File: config.mk
export PLATFORM = sky130hd
export DESIGN_NAME = lru_handle_cache
export DESIGN_NICKNAME = d
export VERILOG_FILES = /design/src/design/lhc_pkg.sv /design/src/design/lru_handle_cache.sv /design/src/design/lhc_ram.sv
export SDC_FILE = /design/constraint.sdc
export NUM_CORES = 2
export LEC_CHECK = 0
export ABC_AREA = 0
export BUFFER_PORTS_ARGS = -buffer_cell sky130_fd_sc_hd__buf_2
export CAP_MARGIN = 20
export CORE_MARGIN = 3
export CORE_UTILIZATION = 55
export DETAILED_ROUTE_END_ITERATION = 12
export GPL_ROUTABILITY_DRIVEN = 0
export PLACE_DENSITY = 0.76
export SLEW_MARGIN = 15
export SYNTH_ARGS = -nofsm -noshare
export SYNTH_HDL_FRONTEND = slang
export SYNTH_HIERARCHICAL = 1
export SYNTH_SLANG_ARGS = --single-unit
export TNS_END_PERCENT = 100
File: constraint.sdc
create_clock -name clk -period 40.3 [get_ports clk]
set_clock_uncertainty 0.15 [all_clocks]
set_input_delay 6.045 -clock clk [delete_from_list [all_inputs] [get_ports clk]]
set_output_delay 6.045 -clock clk [all_outputs]
set_load 0.02 [all_outputs]
File: src/design/lhc_pkg.sv
`timescale 1ns / 1ps
`default_nettype none

package lhc_pkg;

  // Number of entries in the table.
  localparam int DEPTH    = 16;

  // Fixed field widths of the cache transactions.
  localparam int CMD_W    = 2;
  localparam int KEY_W    = 64;
  localparam int HANDLE_W = 64;
  localparam int CAP_W    = 5;
  localparam int CNT_W    = 5;

  // Command codes carried by in_command.
  typedef enum logic [CMD_W-1:0] {
    CMD_FIND   = 2'd0,
    CMD_INSERT = 2'd1,
    CMD_CLEAR  = 2'd2
  } cmd_t;

  // One result transaction as it leaves the block.
  typedef struct packed {
    logic                hit;
    logic [HANDLE_W-1:0] found_handle;
    logic                release_valid;
    logic [HANDLE_W-1:0] release_handle;
    logic [CNT_W-1:0]    entry_count;
    logic                last;
  } res_t;

  // Builds a result transaction from its fields.
  function automatic res_t mk_res(input logic                hit,
                                  input logic [HANDLE_W-1:0] found,
                                  input logic                relv,
                                  input logic [HANDLE_W-1:0] rel,
                                  input logic [CNT_W-1:0]    cnt,
                                  input logic                last);
    res_t r;
    r.hit            = hit;
    r.found_handle   = found;
    r.release_valid  = relv;
    r.release_handle = rel;
    r.entry_count    = cnt;
    r.last           = last;
    return r;
  endfunction

endpackage

`default_nettype wire

File: src/design/lru_handle_cache.sv
// Fully associative key-to-handle cache with least-recently-used replacement.
// Input channel (in_valid/in_ready): in_command selects find, insert or clear;
// in_key and in_handle carry the tag and the handle to store.
// Result channel (out_valid/out_ready): one or more result transactions per
// input, the final one flagged by out_last. Released handles (replaced on
// insert, evicted, or dropped by clear) appear on out_release_handle.
// Configuration (cfg_valid/cfg_ready): cfg_capacity sets the entry limit,
// zero is taken as one and values above DEPTH as DEPTH; write only when idle.
// Entries live in one RAM that is scanned one slot per cycle. A find or an
// insert of a present key needs a lookup scan and a recency scan. An insert
// of a new key needs a lookup and an add scan, plus one eviction scan per
// evicted entry. A clear needs one eviction scan per held entry.
// The block takes one input transaction at a time; in_ready is high only
// while it is idle.
// After reset the table is empty and the capacity is DEPTH.
// A stalled receiver holds the output register; the sequencer waits before
// presenting the next result, so nothing is lost.
`timescale 1ns / 1ps
`default_nettype none

module lru_handle_cache (
  input  logic                         clk,
  input  logic                         rst_n,
  input  logic                         in_valid,
  output logic                         in_ready,
  input  logic [lhc_pkg::CMD_W-1:0]    in_command,
  input  logic [lhc_pkg::KEY_W-1:0]    in_key,
  input  logic [lhc_pkg::HANDLE_W-1:0] in_handle,
  output logic                         out_valid,
  input  logic                         out_ready,
  output logic                         out_hit,
  output logic [lhc_pkg::HANDLE_W-1:0] out_found_handle,
  output logic                         out_release_valid,
  output logic [lhc_pkg::HANDLE_W-1:0] out_release_handle,
  output logic [lhc_pkg::CNT_W-1:0]    out_entry_count,
  output logic                         out_last,
  input  logic                         cfg_valid,
  output logic                         cfg_ready,
  input  logic [lhc_pkg::CAP_W-1:0]    cfg_capacity
);

  import lhc_pkg::*;

  localparam int AW = $clog2(DEPTH);
  localparam int RW = AW;
  localparam int CW = $clog2(DEPTH + 1);
  localparam int WW = KEY_W + HANDLE_W + RW;

  typedef enum logic [2:0] {
    S_IDLE,
    S_LOOK,
    S_TOUCH,
    S_EVICT,
    S_ADD,
    S_DECIDE,
    S_EMIT
  } state_t;

  state_t              state_r, state_nxt;
  logic [AW:0]         cnt_r, cnt_nxt;
  logic [CMD_W-1:0]    cmd_r, cmd_nxt;
  logic [KEY_W-1:0]    key_r, key_nxt;
  logic [HANDLE_W-1:0] handle_r, handle_nxt;
  logic                hit_r, hit_nxt;
  logic [AW-1:0]       e_r, e_nxt;
  logic [RW-1:0]       rank_r, rank_nxt;
  logic [HANDLE_W-1:0] old_r, old_nxt;
  logic                free_found_r, free_found_nxt;
  logic [AW-1:0]       free_r, free_nxt;
  logic                emitted_r, emitted_nxt;
  logic [DEPTH-1:0]    vld_r, vld_nxt;
  logic [CW-1:0]       count_r, count_nxt;
  logic [CW-1:0]       cap_r, cap_nxt;
  res_t                pend_r, pend_nxt;
  logic                pend_idle_r, pend_idle_nxt;
  res_t                out_r, out_nxt;
  logic                out_valid_r, out_valid_nxt;

  logic                ram_we;
  logic [AW-1:0]       ram_waddr;
  logic [WW-1:0]       ram_wdata;
  logic [AW-1:0]       ram_raddr;
  logic [WW-1:0]       ram_rdata;

  logic [KEY_W-1:0]    rd_key;
  logic [HANDLE_W-1:0] rd_handle;
  logic [RW-1:0]       rd_rank;
  logic [AW-1:0]       dslot;
  logic                dvld;
  logic                dstage;
  logic                last_cnt;

  // Entry store: key, handle and recency rank of every slot.
  lhc_ram #(
    .WIDTH (WW),
    .DEPTH (DEPTH)
  ) u_entries (
    .clk   (clk),
    .we    (ram_we),
    .waddr (ram_waddr),
    .wdata (ram_wdata),
    .raddr (ram_raddr),
    .rdata (ram_rdata)
  );

  // Scan pipeline: address cnt_r is read while slot cnt_r-1 is processed.
  assign ram_raddr = cnt_r[AW-1:0];
  assign dslot     = AW'(cnt_r - 1'b1);
  assign dstage    = (cnt_r != '0);
  assign last_cnt  = (cnt_r == (AW+1)'(DEPTH));
  assign rd_key    = ram_rdata[WW-1 -: KEY_W];
  assign rd_handle = ram_rdata[RW +: HANDLE_W];
  assign rd_rank   = ram_rdata[RW-1:0];
  assign dvld      = vld_r[dslot];

  // Handshake and result ports.
  assign in_ready           = (state_r == S_IDLE);
  assign cfg_ready          = 1'b1;
  assign out_valid          = out_valid_r;
  assign out_hit            = out_r.hit;
  assign out_found_handle   = out_r.found_handle;
  assign out_release_valid  = out_r.release_valid;
  assign out_release_handle = out_r.release_handle;
  assign out_entry_count    = out_r.entry_count;
  assign out_last           = out_r.last;

  // Sequencer: lookup, recency update, eviction and add scans, then results.
  always_comb begin
    logic hit_now;
    hit_now        = hit_r;
    state_nxt      = state_r;
    cnt_nxt        = cnt_r;
    cmd_nxt        = cmd_r;
    key_nxt        = key_r;
    handle_nxt     = handle_r;
    hit_nxt        = hit_r;
    e_nxt          = e_r;
    rank_nxt       = rank_r;
    old_nxt        = old_r;
    free_found_nxt = free_found_r;
    free_nxt       = free_r;
    emitted_nxt    = emitted_r;
    vld_nxt        = vld_r;
    count_nxt      = count_r;
    cap_nxt        = cap_r;
    pend_nxt       = pend_r;
    pend_idle_nxt  = pend_idle_r;
    out_nxt        = out_r;
    out_valid_nxt  = out_valid_r;
    ram_we         = 1'b0;
    ram_waddr      = dslot;
    ram_wdata      = {rd_key, rd_handle, rd_rank};

    // Capacity write, clamped into one to DEPTH.
    if (cfg_valid && cfg_ready) begin
      if (cfg_capacity == '0) begin
        cap_nxt = CW'(1);
      end else if (32'(cfg_capacity) > DEPTH) begin
        cap_nxt = CW'(DEPTH);
      end else begin
        cap_nxt = CW'(cfg_capacity);
      end
    end

    // The output register empties when the receiver takes it.
    if (out_valid_r && out_ready) begin
      out_valid_nxt = 1'b0;
    end

    case (state_r)
      S_IDLE: begin
        if (in_valid) begin
          cmd_nxt        = in_command;
          key_nxt        = in_key;
          handle_nxt     = in_handle;
          hit_nxt        = 1'b0;
          free_found_nxt = 1'b0;
          emitted_nxt    = 1'b0;
          cnt_nxt        = '0;
          case (in_command)
            CMD_FIND, CMD_INSERT: begin
              state_nxt = S_LOOK;
            end
            CMD_CLEAR: begin
              if (count_r == '0) begin
                pend_nxt      = mk_res(1'b0, '0, 1'b0, '0, CNT_W'(count_r), 1'b1);
                pend_idle_nxt = 1'b1;
                state_nxt     = S_EMIT;
              end else begin
                state_nxt = S_EVICT;
              end
            end
            default: begin
              pend_nxt      = mk_res(1'b0, '0, 1'b0, '0, CNT_W'(count_r), 1'b1);
              pend_idle_nxt = 1'b1;
              state_nxt     = S_EMIT;
            end
          endcase
        end
      end

      S_LOOK: begin
        cnt_nxt = cnt_r + 1'b1;
        if (dstage) begin
          if (dvld && (rd_key == key_r) && !hit_r) begin
            hit_now  = 1'b1;
            hit_nxt  = 1'b1;
            e_nxt    = dslot;
            rank_nxt = rd_rank;
            old_nxt  = rd_handle;
          end
          if (!dvld && !free_found_r) begin
            free_found_nxt = 1'b1;
            free_nxt       = dslot;
          end
        end
        if (last_cnt) begin
          cnt_nxt = '0;
          if (hit_now) begin
            state_nxt = S_TOUCH;
          end else if (cmd_r == CMD_FIND) begin
            pend_nxt      = mk_res(1'b0, '0, 1'b0, '0, CNT_W'(count_r), 1'b1);
            pend_idle_nxt = 1'b1;
            state_nxt     = S_EMIT;
          end else begin
            state_nxt = S_DECIDE;
          end
        end
      end

      // Make the located entry most recent; an insert also swaps its handle.
      S_TOUCH: begin
        cnt_nxt = cnt_r + 1'b1;
        if (dstage && dvld) begin
          if (dslot == e_r) begin
            ram_we    = 1'b1;
            ram_wdata = {rd_key, (cmd_r == CMD_INSERT) ? handle_r : rd_handle, RW'(0)};
          end else if (rd_rank < rank_r) begin
            ram_we    = 1'b1;
            ram_wdata = {rd_key, rd_handle, RW'(rd_rank + 1'b1)};
          end
        end
        if (last_cnt) begin
          cnt_nxt = '0;
          if (cmd_r == CMD_FIND) begin
            pend_nxt      = mk_res(1'b1, old_r, 1'b0, '0, CNT_W'(count_r), 1'b1);
            pend_idle_nxt = 1'b1;
          end else begin
            pend_nxt      = mk_res(1'b0, '0, 1'b1, old_r, CNT_W'(count_r),
                                   count_r <= cap_r);
            pend_idle_nxt = (count_r <= cap_r);
          end
          emitted_nxt = 1'b1;
          state_nxt   = S_EMIT;
        end
      end

      // Remove the least recent entry and hand back its handle.
      S_EVICT: begin
        cnt_nxt = cnt_r + 1'b1;
        if (dstage && dvld && (rd_rank == RW'(count_r - 1'b1))) begin
          vld_nxt[dslot] = 1'b0;
          count_nxt      = count_r - 1'b1;
          free_nxt       = dslot;
          emitted_nxt    = 1'b1;
          cnt_nxt        = '0;
          state_nxt      = S_EMIT;
          if (cmd_r == CMD_CLEAR) begin
            pend_nxt      = mk_res(1'b0, '0, 1'b1, rd_handle, CNT_W'(count_nxt),
                                   count_r == CW'(1));
            pend_idle_nxt = (count_r == CW'(1));
          end else if (hit_r) begin
            pend_nxt      = mk_res(1'b0, '0, 1'b1, rd_handle, CNT_W'(count_nxt),
                                   count_nxt <= cap_r);
            pend_idle_nxt = (count_nxt <= cap_r);
          end else begin
            // A new key still follows, so its slot is counted as held.
            pend_nxt      = mk_res(1'b0, '0, 1'b1, rd_handle, CNT_W'(count_r),
                                   count_r <= cap_r);
            pend_idle_nxt = 1'b0;
          end
        end else if (last_cnt) begin
          cnt_nxt   = '0;
          state_nxt = S_IDLE;
        end
      end

      // Choose the next scan of an insert or a clear.
      S_DECIDE: begin
        cnt_nxt = '0;
        case (cmd_r)
          CMD_INSERT: begin
            if (hit_r) begin
              state_nxt = (count_r > cap_r) ? S_EVICT : S_IDLE;
            end else if ((count_r != '0) && (count_r >= cap_r)) begin
              state_nxt = S_EVICT;
            end else begin
              state_nxt = S_ADD;
            end
          end
          CMD_CLEAR: begin
            state_nxt = (count_r != '0) ? S_EVICT : S_IDLE;
          end
          default: begin
            state_nxt = S_IDLE;
          end
        endcase
      end

      // Age every held entry and write the new one as most recent.
      S_ADD: begin
        cnt_nxt = cnt_r + 1'b1;
        if (dstage) begin
          if (dslot == free_r) begin
            ram_we         = 1'b1;
            ram_wdata      = {key_r, handle_r, RW'(0)};
            vld_nxt[dslot] = 1'b1;
            count_nxt      = count_r + 1'b1;
          end else if (dvld) begin
            ram_we    = 1'b1;
            ram_wdata = {rd_key, rd_handle, RW'(rd_rank + 1'b1)};
          end
        end
        if (last_cnt) begin
          cnt_nxt = '0;
          if (emitted_r) begin
            state_nxt = S_IDLE;
          end else begin
            pend_nxt      = mk_res(1'b0, '0, 1'b0, '0, CNT_W'(count_nxt), 1'b1);
            pend_idle_nxt = 1'b1;
            state_nxt     = S_EMIT;
          end
        end
      end

      // Hand the pending result to the output register once it is free.
      S_EMIT: begin
        if (!out_valid_r || out_ready) begin
          out_nxt       = pend_r;
          out_valid_nxt = 1'b1;
          state_nxt     = pend_idle_r ? S_IDLE : S_DECIDE;
        end
      end

      default: begin
        state_nxt = S_IDLE;
      end
    endcase
  end

  // State, table status and registered outputs.
  always_ff @(posedge clk) begin
    key_r       <= key_nxt;
    handle_r    <= handle_nxt;
    e_r         <= e_nxt;
    rank_r      <= rank_nxt;
    old_r       <= old_nxt;
    free_r      <= free_nxt;
    cmd_r       <= cmd_nxt;
    pend_r      <= pend_nxt;
    pend_idle_r <= pend_idle_nxt;
    out_r       <= out_nxt;
    cnt_r       <= cnt_nxt;
    if (!rst_n) begin
      state_r      <= S_IDLE;
      hit_r        <= 1'b0;
      free_found_r <= 1'b0;
      emitted_r    <= 1'b0;
      vld_r        <= '0;
      count_r      <= '0;
      cap_r        <= CW'(DEPTH);
      out_valid_r  <= 1'b0;
    end else begin
      state_r      <= state_nxt;
      hit_r        <= hit_nxt;
      free_found_r <= free_found_nxt;
      emitted_r    <= emitted_nxt;
      vld_r        <= vld_nxt;
      count_r      <= count_nxt;
      cap_r        <= cap_nxt;
      out_valid_r  <= out_valid_nxt;
    end
  end

`ifndef SYNTH
  // The entry count never exceeds the table depth.
  a_count_bound: assert property (@(posedge clk) disable iff (!rst_n)
    count_r <= CW'(DEPTH))
    else $error("entry count above table depth");

  // Between transactions the valid bits agree with the entry count.
  a_valid_count: assert property (@(posedge clk) disable iff (!rst_n)
    (state_r == S_IDLE) |-> ($countones(vld_r) == int'(count_r)))
    else $error("valid bits disagree with entry count");

  // The stored capacity always lies between one and the depth.
  a_cap_range: assert property (@(posedge clk) disable iff (!rst_n)
    (cap_r != '0) && (cap_r <= CW'(DEPTH)))
    else $error("capacity out of range");

  // An accepted transaction keeps the block busy in the following cycle.
  a_busy_after_accept: assert property (@(posedge clk) disable iff (!rst_n)
    (in_valid && in_ready) |=> !in_ready)
    else $error("input accepted twice in a row");

  // The entry store is never written while the block is idle.
  a_no_idle_write: assert property (@(posedge clk) disable iff (!rst_n)
    (state_r == S_IDLE) |-> !ram_we)
    else $error("entry store written while idle");
`endif

endmodule

`default_nettype wire

File: src/design/lhc_ram.sv
`timescale 1ns / 1ps
`default_nettype none

module lhc_ram #(
  parameter int WIDTH = 8,
  parameter int DEPTH = 16,
  localparam int AW = $clog2(DEPTH)
) (
  input  logic             clk,
  input  logic             we,
  input  logic [AW-1:0]    waddr,
  input  logic [WIDTH-1:0] wdata,
  input  logic [AW-1:0]    raddr,
  output logic [WIDTH-1:0] rdata
);

  logic [WIDTH-1:0] mem [DEPTH];

  // One write port and one read port with registered read data.
  always_ff @(posedge clk) begin
    if (we) begin
      mem[waddr] <= wdata;
    end
    rdata <= mem[raddr];
  end

endmodule

`default_nettype wire

== After elaboration in Yosys (flattened, before gate mapping) ==
Memory sizes are Yosys's and may differ from the RTL's. A register that Yosys moved wholly into a read port is not among the register bits.
Cells that the tools add are included.

* Register bits: 517
* Bits in writable memories: 2112
* Output and inout port bits: 139
* Logic and storage cells: 218
* Latch bits: 0
* Bits in read-only memories: 0
* Memories: 1

* Reductions and logical operators: 40
* Multiplexer cells: 100
* Add/sub/neg operators: 5
* Magnitude comparators: 8
* Shift-type cells: 0
* $mul: 0
* Div/mod/pow operators: 0
* Bitwise gates (word level): 3
* Eq/ne operators: 32

{| class="wikitable"
|+ Memories
! name !! words !! width !! read ports !! clocked after memory_dff !! write ports !! RTL line !! text
|-
| u_entries.mem || 16 || 132 || 1 || 1 || 1 || lhc_ram.sv:17 || <nowiki>logic [WIDTH-1:0] mem [DEPTH];</nowiki>
|}

{| class="wikitable"
|+ Operators with widths
! operator !! number
|-
| 136-bit 2-to-1 mux || 10
|-
| 136-bit one-hot mux with 5 select lines || 1
|-
| 136-bit one-hot mux with 2 select lines || 1
|-
| 132-bit 2-to-1 mux || 2
|-
| 132-bit one-hot mux with 2 select lines || 1
|-
| 68-bit 2-to-1 mux || 2
|-
| 64-bit equality test || 1
|-
| 64-bit 2-to-1 mux || 1
|-
| 16-bit 2-to-1 mux || 3
|-
| 5-bit 2-to-1 mux || 8
|-
| 3-bit 2-to-1 mux || 13
|-
| 1-bit 2-to-1 mux || 33
|-
| 16-bit one-hot mux with 2 select lines || 1
|-
| 2-bit inequality test (second input constant) || 14
|-
| 3-bit one-hot mux with 7 select lines || 1
|-
| 4-bit 2-to-1 mux || 5
|-
| 5-bit one-hot mux with 4 select lines || 1
|-
| 16-bit AND || 1
|-
| 16-bit NOT || 1
|-
| 16-bit bitwise OR || 1
|-
| 4-bit AND reduction || 4
|-
| 5-bit nonzero test || 3
|-
| 4-bit equality test || 3
|-
| 6-bit 2-to-1 mux || 2
|-
| other kinds (43) || 75
|}

== Logic depth before layout (Yosys ltp) ==
* Depth in word-level cells: 11
* Depth in mapped cells: 13
* Depth with buffers taken out: 12

== Hierarchy ==
Netlist, hierarchy kept.

{| class="wikitable"
|+ By module, submodules not included
! module !! seq. area each (µm²) !! area each (µm²) !! cells each !! times used
|-
| lhc_ram || 66063.4 || 82046.2 || 3454 || 1
|-
| lru_handle_cache || 15194.6 || 21276.7 || 1417 || 1
|}

== Worst setup path after synthesis ==
OpenSTA, ideal clock, no wires.

* Path kind: in2reg
* Start: input port out_ready
* End: register out_r (netlist bit out_entry_count[0]), enable pin
* Data arrival time: 15.967 ns
* Setup slack: 23.357 ns
* Stages on the path: 2
* Setup time: 0.826 ns
* Cell sequence: nand2b_1 -> nor3b_1

* Word-level cells in the longest chain between the ends: 2

{| class="wikitable"
|+ RTL lines
! item !! RTL line !! text
|-
| start, declared || lru_handle_cache.sv:30 || <nowiki>input logic out_ready,</nowiki>
|-
| 1-bit logical OR || lru_handle_cache.sv:338 || <nowiki>if (!out_valid_r || out_ready) begin</nowiki>
|-
| 2-bit AND reduction (no line) || n/a ||
|-
| end signal, assigned || lru_handle_cache.sv:362 || <nowiki>out_r <= out_nxt;</nowiki>
|-
| end, declared || lru_handle_cache.sv:76 || <nowiki>res_t out_r, out_nxt;</nowiki>
|}

Every way passes these cells.
A chain may end at the register's enable or synchronous reset.

== Final worst setup path ==
* Start: register state_r[2]
* End: output port in_ready

* Word-level cells in the longest chain between the ends: 1

{| class="wikitable"
|+ RTL lines
! item !! RTL line !! text
|-
| start, declared || lru_handle_cache.sv:59 || <nowiki>state_t state_r, state_nxt;</nowiki>
|-
| start signal, assigned || lru_handle_cache.sv:374 || <nowiki>state_r <= state_nxt;</nowiki>
|-
| 3-bit zero test || lru_handle_cache.sv:117 || <nowiki>assign in_ready = (state_r == S_IDLE);</nowiki>
|-
| end, declared || lru_handle_cache.sv:25 || <nowiki>output logic in_ready,</nowiki>
|}

Every way passes these cells.

==> metrics.cfg <==
[clock_tree]
clk_pin_slew_ps = 60
htreeDepth = 5
clk_latency_ps = 900
cts_hold_buf = 0
post_cts_buffers = 0
clock-sinks = 2761
cts_resized = 0
numCtsBuffers = 282
clk_path_buf_depth = 4
cts-root-buf = clkbuf_16
cts_tree = yes

[setup_path]
cp.arrival_ps = 2350
end_kind = output port
cp_max_fo = 25
worstPathRequired_ps = 34100
crit_type = reg -> out
critPathLaunchType = flop

[timing]
tightest_slew_ps = 1270
period_share = 0.212
slew_violations = 0
grt_setup_unrepaired = false
slew_headroom = 0.147
tns_ps = 0
finalCriticalPeriod_ps = 8540
maxClockFrequency_ghz = 0.117
setup_viol_count_final = 0
finalHoldViolCount = 0

[synthesis]
netlist_instances = 4871
ys_ff_latch = 2761
synthTopCellsByArea = edfxtp_1, mux4_2, dfxtp_1
syn-cell-area_sq_mm = 0.103
synth.avg_cell_area_sq_um = 21.2
yosysTopAreaCell = edfxtp_1
synth_top_flop_cell = edfxtp_1
synth_edf_count = 2596
synth_nets = 5038
async_flop_share = 0
synth_top_area_frac = 0.754
seq_area_frac_synth = 0.786
yosysWarnings = 6
synthDistinctLibCells = 71

[floorplan]
core_area_sq_mm = 0.186
pin_count = 279
die_area_sq_mm = 0.193
die_h_um = 439
rows = 158
die_w_um = 439
initial_core_util = 0.555

[pwr]
leakagePower_nw = 38.2
ir_worst_vdd_v = 0.0000784
powerDensity_mw_per_mm2 = 72.7
totalPowerFinal_mw = 8.44

[global_routing]
grt_pass1_vias = 51266
grtUsageTotal = 0.244
overflow = 0
grt_pass1_wl_um = 345000
grt_antenna_before_repair = 17
grt_max_degree = 154

[finish]
drive_above_1_share = 0.258
final_cell_mix = edfxtp_1, mux4_2, nand2_1, clkbuf_16, buf_2
nets = 5445
area_growth_pct = 12.5
layout_commonest_cell = edfxtp_1
n_fill_cell = 11968

[routing]
drtIter0Drc = 5884
postRouteAntennaNets = 0
viasPerCell = 6.34
first_pass_iters = 8
wl_per_cell_um = 29.4
drt_drc_violations_left = 0
wl_um = 234000
via_count = 50464

[placed_design]
hpwl_um = 122000
port_buffers = 277

[hold_path]
min_path_type = reg -> reg

[outcome]
status = finished, final reports clean

[run]
maxCapViolCount = 0

[registers in the layout, indices dropped and copies added, names as in the netlist, 64 cells and up, named ones only]
signal,count
handle_r,64
u_entries/rdata,132
old_r,64
pend_r,136
out_release_handle,64
out_found_handle,64
key_r,64
u_entries/mem,2112
[cells in the mapped netlist, types with 42 or more instances]
master	number
a22oi_1	226
dfxtp_1	165
mux2i_1	42
mux4_2	499
mux2_2	64
xor2_1	72
clkbuf_1	113
nor2_1	53
mux2_4	60
edfxtp_1	2596
and3_1	68
a22o_1	68
nand2_1	341
[cells by family (layout without fill, tap and decap cells)]
kind of cell | after synthesis | count (layout) | share of synthesized area
flip-flops | 2761 | 2761 | 0.786
other | 1 | 9 | 0.0000363
AND/OR/NAND/NOR | 614 | 614 | 0.0275
XOR/XNOR | 90 | 90 | 0.00810
AO/OA/AOI/OAI | 434 | 434 | 0.0320
multiplexers | 665 | 665 | 0.129
adder cells (fa/ha/maj) | 27 | 27 | 0.00327
buffers and inverters | 279 | 885 | 0.0141
[power breakdown]
| group | internal, mW | total (mW) | switching (mW) |
|---|---|---|---|
| registers | 3.84 | 4.03 | 0.186 |
| logic | 0.713 | 1.94 | 1.23 |
| clock network | 1.46 | 2.48 | 1.02 |
| total | 6.01 | 8.44 | 2.43 |
[critical path, stage by stage, from the launching register on]
cell	delay, ps
dfxtp_1	570
nor3_1	590
buf_2	270
[stage by stage]
step | instance area [sq um] | hold slack, ps | cells | setup slack (ps) | util
after floorplan | 103000 | 250 | 4871 | 23360 | -
after global placement | 107000 | 255 | 7472 | 31310 | 0.578
after detailed placement | 107000 | 255 | 7472 | 31320 | 0.578
after CTS | 116000 | 262 | 7955 | 31750 | 0.624
after global routing | 116000 | 270 | 7959 | 31690 | 0.625
final | 116000 | 262 | 7965 | 31760 | 0.625
[worst paths after layout]
check | startpoint | end | slack [ps] | cells past startpoint
setup / recovery | state_r[2] | in_ready | 31760 | 2
hold / removal | pend_r[65] | out_release_handle[59] | 260 | 0
setup reg to reg | cnt_r[2] | u_entries/mem[6][78] | 32530 | 15
hold reg to reg | pend_r[65] | out_release_handle[59] | 260 | 0
[final cells by class]
class,count,area (sq um),area share
timing repair buffer,376,2220,0.0191
antenna,8,20.0,0.000172
clock inverter,88,877,0.00755
tap,2480,3100,0.0267
sequential,2761,81300,0.699
clock buffer,395,7810,0.0672
multi-input combinational,1831,20800,0.179
inverter,26,103,0.000883
[layer usage]
metal | share of wire | global-route usage | vias up | wire length (um)
met4 | 0.031 | 0.0764 | 6 | 7180
li1 | - | - | 20812 | -
met2 | 0.49 | 0.392 | 2774 | 116000
met3 | 0.092 | 0.0432 | 456 | 21500
met5 | 0.00015 | 0 | - | 35
met1 | 0.38 | 0.345 | 26416 | 90000
Note: power is estimated with default switching activity, not from simulation.
